==> src/sv/clipped_alpha_rect_fill_macros.svh <==
// Assertion macros for the rectangle fill engine.
// Included by the top level; expects signals clk and rst in scope.
`ifndef CLIPPED_ALPHA_RECT_FILL_MACROS_SVH
`define CLIPPED_ALPHA_RECT_FILL_MACROS_SVH

// Same-cycle implication, ignored while reset is high.
`define CARF_ASSERT_NOW(label, ante, cons) \
  label: assert property (@(posedge clk) disable iff (rst) (ante) |-> (cons)) \
    else $error("fill engine check failed");

// Next-cycle implication, ignored while reset is high.
`define CARF_ASSERT_NEXT(label, ante, cons) \
  label: assert property (@(posedge clk) disable iff (rst) (ante) |=> (cons)) \
    else $error("fill engine sequencing check failed");

`endif

==> src/sv/carf_pkg.sv <==
// Package for the clipped alpha rectangle fill engine.
// Holds register indexes, reset values, parameter defaults and the blend math.
package carf_pkg;

  localparam int unsigned MAX_DIM_DEFAULT   = 4096;
  localparam int unsigned ADDR_BITS_DEFAULT = 24;

  localparam int unsigned CFG_DATA_W  = 32;
  localparam int unsigned CFG_INDEX_W = 3;
  localparam int unsigned REG_W       = 13;

  typedef enum logic [CFG_INDEX_W-1:0] {
    REG_ORIGIN_X     = 3'd0,
    REG_ORIGIN_Y     = 3'd1,
    REG_RECT_WIDTH   = 3'd2,
    REG_RECT_HEIGHT  = 3'd3,
    REG_FILL_RGBA    = 3'd4,
    REG_CLIP_X_LIMIT = 3'd5,
    REG_CLIP_Y_LIMIT = 3'd6,
    REG_LINE_PITCH   = 3'd7
  } cfg_reg_t;

  localparam logic [REG_W-1:0] ORIGIN_RESET = 13'd0;
  localparam logic [REG_W-1:0] DIM_RESET    = 13'd1;
  localparam logic [REG_W-1:0] CLIP_RESET   = 13'd4096;
  localparam logic [REG_W-1:0] PITCH_RESET  = 13'd4096;
  localparam logic [31:0]      FILL_RESET   = 32'd0;

  // Exact floor(n / 255) for n up to 255 * 255.
  function automatic logic [7:0] div255(input logic [15:0] n);
    logic [16:0] s;
    s = {1'b0, n} + 17'd1 + {9'd0, n[15:8]};
    return s[15:8];
  endfunction

  // (bg * (255 - a) + src * a) / 255, truncated.
  function automatic logic [7:0] blend(input logic [7:0] bg, input logic [7:0] src,
                                       input logic [7:0] a);
    logic [15:0] n;
    n = (16'(bg) * 16'(8'd255 - a)) + (16'(src) * 16'(a));
    return div255(n);
  endfunction

endpackage

==> src/sv/clipped_alpha_rect_fill.sv <==
// Channel  | direction | signals                                | request
// ---------+-----------+----------------------------------------+------------------------
// in       | to block  | in_valid, in_stall, bg_red/green/blue  | one background pixel
// out      | from block| out_valid, out_stall, pixel_address,   | one blended pixel
//          |           | out_red/green/blue, write_enable, last |
// cfg      | to block  | cfg_write, cfg_index, cfg_data         | one register write
//
// One pixel is accepted per clock while in_stall is low; each request passes both stages.
// The first stage registers the pixel with its position, clip and end flags from the
// row and column counters; the second does the address multiply and the three blends.
// Reset (synchronous) clears the counters, the stage valids and loads register defaults.
// An output stall holds the result stage and, when the input stage is full, the input.
//
// Depends on carf_pkg and clipped_alpha_rect_fill_macros.svh.
`include "clipped_alpha_rect_fill_macros.svh"

module clipped_alpha_rect_fill #(
  parameter int unsigned MAX_DIM   = carf_pkg::MAX_DIM_DEFAULT,
  parameter int unsigned ADDR_BITS = carf_pkg::ADDR_BITS_DEFAULT
) (
  input  logic                                clk,
  input  logic                                rst,
  input  logic                                cfg_write,
  input  logic [carf_pkg::CFG_INDEX_W-1:0]    cfg_index,
  input  logic [carf_pkg::CFG_DATA_W-1:0]     cfg_data,
  input  logic                                in_valid,
  output logic                                in_stall,
  input  logic [7:0]                          bg_red,
  input  logic [7:0]                          bg_green,
  input  logic [7:0]                          bg_blue,
  output logic                                out_valid,
  input  logic                                out_stall,
  output logic [ADDR_BITS-1:0]                pixel_address,
  output logic [7:0]                          out_red,
  output logic [7:0]                          out_green,
  output logic [7:0]                          out_blue,
  output logic                                write_enable,
  output logic                                last_pixel
);

  localparam int unsigned CW    = $clog2(MAX_DIM);
  localparam int unsigned RW    = carf_pkg::REG_W;
  localparam int unsigned XW    = ((CW > RW) ? CW : RW) + 2;
  localparam int unsigned SUM_W = 2 * RW + 1;
  localparam int unsigned AW    = (SUM_W > ADDR_BITS) ? SUM_W : ADDR_BITS;

  typedef struct packed {
    logic [7:0]    red;
    logic [7:0]    green;
    logic [7:0]    blue;
    logic [RW-1:0] x;
    logic [RW-1:0] y;
    logic          we;
    logic          last;
  } stage_t;

  // Configuration registers.
  logic [RW-1:0] origin_x;
  logic [RW-1:0] origin_y;
  logic [RW-1:0] rect_width;
  logic [RW-1:0] rect_height;
  logic [31:0]   fill_rgba;
  logic [RW-1:0] clip_x_limit;
  logic [RW-1:0] clip_y_limit;
  logic [RW-1:0] line_pitch;

  always_ff @(posedge clk) begin
    if (rst) begin
      origin_x     <= carf_pkg::ORIGIN_RESET;
      origin_y     <= carf_pkg::ORIGIN_RESET;
      rect_width   <= carf_pkg::DIM_RESET;
      rect_height  <= carf_pkg::DIM_RESET;
      fill_rgba    <= carf_pkg::FILL_RESET;
      clip_x_limit <= carf_pkg::CLIP_RESET;
      clip_y_limit <= carf_pkg::CLIP_RESET;
      line_pitch   <= carf_pkg::PITCH_RESET;
    end else if (cfg_write) begin
      unique case (carf_pkg::cfg_reg_t'(cfg_index))
        carf_pkg::REG_ORIGIN_X:     origin_x     <= cfg_data[RW-1:0];
        carf_pkg::REG_ORIGIN_Y:     origin_y     <= cfg_data[RW-1:0];
        carf_pkg::REG_RECT_WIDTH:   rect_width   <= cfg_data[RW-1:0];
        carf_pkg::REG_RECT_HEIGHT:  rect_height  <= cfg_data[RW-1:0];
        carf_pkg::REG_FILL_RGBA:    fill_rgba    <= cfg_data[31:0];
        carf_pkg::REG_CLIP_X_LIMIT: clip_x_limit <= cfg_data[RW-1:0];
        carf_pkg::REG_CLIP_Y_LIMIT: clip_y_limit <= cfg_data[RW-1:0];
        carf_pkg::REG_LINE_PITCH:   line_pitch   <= cfg_data[RW-1:0];
        default: ;
      endcase
    end
  end

  // Last column and row index after clamping the size to 1..MAX_DIM.
  logic [CW-1:0] col_last;
  logic [CW-1:0] row_last;

  always_comb begin
    priority if (rect_width == '0) begin
      col_last = '0;
    end else if (32'(rect_width) > 32'(MAX_DIM)) begin
      col_last = CW'(MAX_DIM - 1);
    end else begin
      col_last = CW'(32'(rect_width) - 32'd1);
    end
    priority if (rect_height == '0) begin
      row_last = '0;
    end else if (32'(rect_height) > 32'(MAX_DIM)) begin
      row_last = CW'(MAX_DIM - 1);
    end else begin
      row_last = CW'(32'(rect_height) - 32'd1);
    end
  end

  // Handshake between the two stages.
  logic   s1_valid;
  logic   s2_valid;
  stage_t s1;
  logic   s2_open;
  logic   in_take;

  assign s2_open  = !s2_valid || !out_stall;
  assign in_stall = s1_valid && !s2_open;
  assign in_take  = in_valid && !in_stall;

  // Position, clip and end flags for the pixel being accepted.
  logic [CW-1:0]        column_count;
  logic [CW-1:0]        row_count;
  logic [CW-1:0]        column_count_next;
  logic [CW-1:0]        row_count_next;
  logic signed [XW-1:0] pos_x;
  logic signed [XW-1:0] pos_y;
  logic                 end_col;
  logic                 end_row;
  logic                 in_clip;
  stage_t               s1_next;

  always_comb begin
    pos_x   = XW'(signed'(origin_x)) + signed'(XW'(column_count));
    pos_y   = XW'(signed'(origin_y)) + signed'(XW'(row_count));
    end_col = column_count >= col_last;
    end_row = row_count >= row_last;
    in_clip = !pos_x[XW-1] && !pos_y[XW-1] &&
              (pos_x < signed'(XW'(clip_x_limit))) &&
              (pos_y < signed'(XW'(clip_y_limit)));

    s1_next.red   = bg_red;
    s1_next.green = bg_green;
    s1_next.blue  = bg_blue;
    s1_next.x     = pos_x[RW-1:0];
    s1_next.y     = pos_y[RW-1:0];
    s1_next.we    = in_clip;
    s1_next.last  = end_col && end_row;

    if (end_col) begin
      column_count_next = '0;
      row_count_next    = end_row ? '0 : row_count + CW'(1);
    end else begin
      column_count_next = column_count + CW'(1);
      row_count_next    = row_count;
    end
  end

  always_ff @(posedge clk) begin
    if (rst) begin
      column_count <= '0;
      row_count    <= '0;
    end else if (in_take) begin
      column_count <= column_count_next;
      row_count    <= row_count_next;
    end
  end

  always_ff @(posedge clk) begin
    if (rst) begin
      s1_valid <= 1'b0;
    end else if (in_take) begin
      s1_valid <= 1'b1;
    end else if (s2_open) begin
      s1_valid <= 1'b0;
    end
  end

  always_ff @(posedge clk) begin
    if (in_take) begin
      s1 <= s1_next;
    end
  end

  // Result stage: address multiply and the three channel blends.
  logic [SUM_W-1:0]     addr_sum;
  logic [AW-1:0]        addr_wide;
  logic [ADDR_BITS-1:0] pixel_address_next;
  logic                 s2_load;

  assign s2_load   = s1_valid && s2_open;
  assign addr_sum  = SUM_W'(s1.y) * SUM_W'(line_pitch) + SUM_W'(s1.x);
  assign addr_wide = AW'(addr_sum);
  assign pixel_address_next = s1.we ? addr_wide[ADDR_BITS-1:0] : '0;

  always_ff @(posedge clk) begin
    if (rst) begin
      s2_valid <= 1'b0;
    end else if (s2_open) begin
      s2_valid <= s1_valid;
    end
  end

  always_ff @(posedge clk) begin
    if (s2_load) begin
      pixel_address <= pixel_address_next;
      out_red       <= carf_pkg::blend(s1.red,   fill_rgba[31:24], fill_rgba[7:0]);
      out_green     <= carf_pkg::blend(s1.green, fill_rgba[23:16], fill_rgba[7:0]);
      out_blue      <= carf_pkg::blend(s1.blue,  fill_rgba[15:8],  fill_rgba[7:0]);
      write_enable  <= s1.we;
      last_pixel    <= s1.last;
    end
  end

  assign out_valid = s2_valid;

  // A clipped pixel never carries an address.
  `CARF_ASSERT_NOW(a_clip_addr_zero, out_valid && !write_enable, pixel_address == '0)
  // The input only stalls when the first stage holds a request it cannot pass on.
  `CARF_ASSERT_NOW(a_stall_needs_full, in_stall, s1_valid && s2_valid && out_stall)
  // Accepting the final pixel of the rectangle brings both counters back to zero.
  `CARF_ASSERT_NEXT(a_last_wraps, in_take && end_col && end_row,
                    column_count == '0 && row_count == '0)

endmodule
==> config.mk <==
export PLATFORM = sky130hd
export DESIGN_NAME = clipped_alpha_rect_fill
export DESIGN_NICKNAME = d
export VERILOG_FILES = /design/src/sv/carf_pkg.sv /design/src/sv/clipped_alpha_rect_fill.sv
export VERILOG_INCLUDE_DIRS = /design/src /design/src/sv
export SDC_FILE = /design/constraint.sdc
export NUM_CORES = 2
export LEC_CHECK = 0
export ABC_AREA = 1
export ABC_CLOCK_PERIOD_IN_PS = 11240
export BUFFER_PORTS_ARGS = -buffer_cell sky130_fd_sc_hd__buf_2
export CORE_MARGIN = 3
export CORE_UTILIZATION = 55
export DETAILED_ROUTE_END_ITERATION = 8
export GPL_TIMING_DRIVEN = 0
export PLACE_DENSITY = 0.83
export SYNTH_ARGS = -nofsm -noshare
export SYNTH_HDL_FRONTEND = slang
export SYNTH_SLANG_ARGS = --single-unit
==> constraint.sdc <==
create_clock -name clk -period 11.24 [get_ports clk]
set_clock_uncertainty 0.05 [all_clocks]
set_input_delay 1.124 -clock clk [delete_from_list [all_inputs] [get_ports clk]]
set_output_delay 1.124 -clock clk [all_outputs]
set_load 0.05 [all_outputs]
# Yosys cells after proc, flatten, opt, wreduce, memory -nomap -nowiden
# Index checks and enable logic that the tools add are counted.
# op_classes
n_reduce_logical	27
n_mux	8
n_eq_ne	7
n_lt_le_gt_ge	6
multipliers	7
add_sub_neg	17
# op_table
operator	count
12-bit two-way mux	6
16-bit by 1-bit adder with 16-bit output, second input constant	3
16-bit adder	3
16-bit by 8-bit adder with 16-bit output	3
8-bit by 8-bit multiplier with 16-bit output	3
8-bit by 16-bit multiplier with 16-bit output	2
13-bit by 13-bit adder with 14-bit output	2
14-bit less-than comparator	2
13-bit greater-than comparator, second input constant	2
13-bit zero test	2
12-bit by 1-bit adder with 12-bit output, second input constant	2
24-bit by 13-bit adder with 24-bit output	1
12-bit >= comparator	2
13-bit by 13-bit multiplier with 24-bit output	1
12-bit by 1-bit subtractor with 12-bit output, second input constant	2
2-bit AND reduction	9
9-bit by 9-bit multiplier with 16-bit output	1
3-bit == test, second input constant	4
8-bit by 8-bit subtractor with 9-bit output, first input constant	1
1-bit logical AND	7
3-bit by 2-bit == test with 1-bit output, second input constant	2
1-bit zero test	6
3-bit by 1-bit == test with 1-bit output, second input constant	1
3-bit zero test	1
3 further kinds	4
# word_totals
out_inout_bits	52
register_bits	251
in_bits	64
wordCells	97

# Longest topological paths before layout
# depth
depth_word	7
depth_mapped	36

# Worst setup path before layout
# No wires, ideal clock.
# synth_timing
path_kind	register to register
startpoint	register fill_rgba[4]
endpoint	register out_red[7], data pin
setup_time_ns	0.252
setup_slack_ns	4.681
synth_period_minus_slack_ns	6.559
path_stages_with_launch	33
arrival_time_ns	6.257
path_cell_list	dfxtp_1 > clkbuf_1 > clkbuf_1 > nor2_1 > fa_1 > inv_1 > fa_1 > inv_1 > fa_1 > fa_1 > fa_1 > inv_1 > fa_1 > inv_1 > ha_1 > a21oi_1 > nand2_1 > nand2_1 > nand3_1 > nand2_1 > nand2_1 > a21oi_1 > inv_1 > nand2_1 > nand2_1 > ha_1 > inv_1 > nor2_1 > nand3_1 > nor3_1 > nand2_1 > nand3_1 > nand2_1
# synth_via
elab_chain_cells	5
word_cells_on_any_way	6
cone_classes	add/sub (4); mul (2)
# synth_lines
element	line	text
from (decl)	clipped_alpha_rect_fill.sv:62	logic [31:0] fill_rgba;
from (signal assigned)	clipped_alpha_rect_fill.sv:73	fill_rgba <= carf_pkg::FILL_RESET;
from (signal assigned)	clipped_alpha_rect_fill.sv:83	carf_pkg::REG_FILL_RGBA: fill_rgba <= cfg_data[31:0];
8-bit by 8-bit subtractor with 9-bit output	carf_pkg.sv:40	n = (16'(bg) * 16'(8'd255 - a)) + (16'(src) * 16'(a));
8-bit by 16-bit multiplier with 16-bit output	carf_pkg.sv:40	
16-bit adder (*)	carf_pkg.sv:40	
16-bit by 1-bit adder with 16-bit output	carf_pkg.sv:32	s = {1'b0, n} + 17'd1 + {9'd0, n[15:8]};
16-bit by 8-bit adder with 16-bit output (*)	carf_pkg.sv:32	
to (signal assigned)	clipped_alpha_rect_fill.sv:210	out_red <= carf_pkg::blend(s1.red, fill_rgba[31:24], fill_rgba[7:0]);
to (decl)	clipped_alpha_rect_fill.sv:34	output logic [7:0] out_red,
# Every way passes the cells marked *; elsewhere a longest branch is shown, timed or not.
# A chain may end at the register's enable or synchronous reset.

# Worst setup path in the final report
# Same ends and word-level chain as after synthesis.

==> results.toml <==
[critical_path]
crit_path_max_incr_delay_ns = 0.64
reg2reg_to = "out_red[7]"
cp_max_fo = 10
arrival_ns = 8.36
reg2regPathDepth = 32
crit_type = "flip-flop to flip-flop"
regToRegSetupSlack_ns = 3.20
endpoint_kind = "flip-flop"
start_kind = "flip-flop"
worstPathRequired_ns = 11.55
endpoint = "out_red[7]"
worst_path_max_delay_cell = "clkbuf_1"
path_common_cell = "nand2_1"
cp-startpoint = "fill_rgba[4]"
r2r_start = "fill_rgba[4]"

[synth]
synth.largest_area_cell = "fa_1"
synth_top_cell_area_share = 0.2561
yosysSeqAreaShare = 0.1850
synthTopCellsByArea = "fa_1 26%, ha_1 14%, inv_1 11%, nand2_1 11%, edfxtp_1 9.4%"
synth_warnings = 0
syn_area_mm2 = 0.03268
synth_cell_type_count = 45
netlist_instances = 4261
synth_seq_cells = 251
syn_avg_cell_area_um2 = 7.669

[route]
drc_errors = 0
routed_via_density = 5.364
drt_iter0_drc = 2472
firstDrtPassIters = 8
postRouteAntennaNets = 0
wl_per_cell_um = 15.97
vias = 27900
totalWireLength_mm = 83.06

[final_layout]
final_core_util = 0.6070
regArea_mm2 = 0.006046
layout-area-overhead-vs-synth_pct = 8.202
diodes = 0
num-fill-cells = 4904
fin_nets = 5257
fin_area_mm2 = 0.03536
drive_above_1_share = 0.04893
multi_input_area_mm2 = 0.02239

[cts]
cts_tree = "done"
numCtsBuffers = 31
cts_setup_buffers = 0
ctsRootBufferMaster = "clkbuf_16"
clk_latency_ns = 0.62
cts_hold_buf = 0
clkTransAtPathRegs_ns = 0.06
h-tree-depth = 1
clockBufferDepth = 3
clock-sinks = 251
cts_resized = 0

[placement]
dpl_cell_area_mm2 = 0.03428
gp_congestion = 0.9481
port_buffers = 111
hpwl_mm = 66.60

[timing]
fmax_mhz = 124.3
rsz0062_at_grt = "no"
worst_pin_slew_ns = 0.9137
finalCriticalPeriod_ns = 8.043
finalCritPeriodShare = 0.7155
fin_setup_tns_ns = 0
finalSetupViolations = 0
whs_ns = 0.3958
hold_violations = 0
slew_viol_final = 0
slew_headroom = 0.3908

[pwr]
p_total_uw = 10430
p_per_area_mw_per_mm2 = 295.1
vdd_ir_drop_max_uv = 514.7
leakage_uw = 0.01970

[min_path]
hold_class = "flip-flop to flip-flop"
min_delay_path_depth = 0
hp-start = "s1[0]"

[global_route]
antenna_found_initial = 0
first_global_vias = 27790
grt-ovfl-total = 0
grt_max_degree = 34
grt_pass1_wl_mm = 136.6
grt_util_all_layers = 0.2675

[floorplan]
rows = 88
core-area_mm2 = 0.05825
die_h_um = 249.7
die-area_mm2 = 0.06237
ios = 116
dieWidth_um = 249.7
start_util = 0.5610

[run]
drv_cap = 0

[run_status]
status = "complete, no violations"
-- cell families (layout without fill, tap and decap cells) --
logic type | count (synthesis) | count (layout) | share of synthesized area
other cells | 1 | 3 | 0.0001148
xor+xnor | 82 | 82 | 0.02347
fa+ha+maj | 783 | 783 | 0.3958
buf+inv | 1132 | 1304 | 0.1303
simple gates | 1586 | 1586 | 0.1959
flops | 251 | 251 | 0.1850
compound gates | 426 | 426 | 0.06934
-- layout by cell type, fill, tap and decap left out, types with 5 or more instances in the layout --
master | netlist | final
a211oi_1 | 6 | 6
a21oi_1 | 173 | 172
buf_1 | 5 | 5
buf_2 | 5 | 116
clkbuf_1 | 120 | 121
clkbuf_16 | 0 | 32
clkinv_1 | 3 | 5
clkinv_4 | 0 | 5
dfxtp_1 | 149 | 149
edfxtp_1 | 102 | 102
fa_1 | 418 | 418
ha_1 | 365 | 365
inv_1 | 995 | 994
inv_6 | 0 | 5
nand2_1 | 921 | 921
nand2_2 | 11 | 11
nand3_1 | 137 | 137
nand3_2 | 6 | 6
nand3b_1 | 5 | 5
nand4_1 | 43 | 43
nor2_1 | 426 | 426
nor3_1 | 19 | 19
o211ai_1 | 6 | 6
o21a_1 | 7 | 7
o21ai_0 | 203 | 203
o21bai_1 | 9 | 9
or2_2 | 5 | 5
xnor2_1 | 37 | 37
xor2_1 | 40 | 40
-- cell usage after synthesis, drive strengths merged --
library cell / instances
a22oi: 1
clkinv: 3
edfxtp: 102
a21boi: 4
dfxtp: 149
nor3: 23
ha: 365
nand4: 43
or2: 6
o31ai: 2
xnor2: 37
o21ai: 203
o2111ai: 1
o21a: 7
buf: 10
a21oi: 175
clkbuf: 121
nor4: 1
xor2: 45
a211oi: 6
and2: 1
inv: 998
a31oi: 4
nor3b: 2
o211ai: 6
o211a: 4
conb: 1
nor2: 430
nand2: 932
nand3b: 5
a21o: 4
nand3: 143
fa: 418
o21bai: 9
-- through the flow --
stage,instances,worst slack [ns]
finish,5200,3.197
global route,5200,2.755
CTS,5200,3.304
detailed placement,5142,3.367
global placement,5139,3.469
floorplan,4263,4.681
-- power by group --
part	switching [uW]	total [uW]	internal (uW)
clock	468	1070	606
sequential	42.3	1240	1200
combinational	5370	8120	2750
-- final cells by class --
cell class	instances	share of cell area
sequential	251	0.1710
tap	765	0.02707
clock buffer	34	0.02314
timing repair buffer	114	0.01762
clock inverter	24	0.007432
buffer	131	0.01412
inverter	1001	0.1063
multi-input combinational	2880	0.6333
-- per-layer routing --
metal | vias to the layer above | wire [um] | track usage | part of all wire
li1 | 13240 | - | - | -
met2 | 1242 | 38130 | 0.4379 | 0.46
met1 | 13170 | 34030 | 0.3623 | 0.41
met4 | 0 | 3478 | 0.09897 | 0.042
met5 | - | 0 | 0 | 0
met3 | 245 | 7422 | 0.03845 | 0.089
-- critical path: cells and delay by family (launching register included) --
family / cells / cell delay [ns]
and+or+nand+nor: 14 / 1.69
adders and majority gates: 8 / 3.77
AOI/OAI and AO/OA: 2 / 0.53
buffers and inverters: 8 / 1.45
DFF: 1 / 0.30
-- worst min-delay path by stage --
stage	endpoint	slack (ns)
final	last_pixel	0.40
after global routing	last_pixel	0.42
after floorplan	last_pixel	0.35
after CTS	last_pixel	0.41
after detailed placement	last_pixel	0.39
after global placement	clip_y_limit[0]	0.39
-- flip-flops by register name, summed over array words and instances (netlist names), 8 cells and up --
register	cells
out_blue	8
pixel_address	24
clip_x_limit	13
origin_x	13
row_count	12
out_green	8
origin_y	13
line_pitch	13
out_red	8
s1	52
column_count	12
clip_y_limit	13
rect_height	13
rect_width	13
fill_rgba	32
No activity file was read; power rests on OpenSTA's default activity.
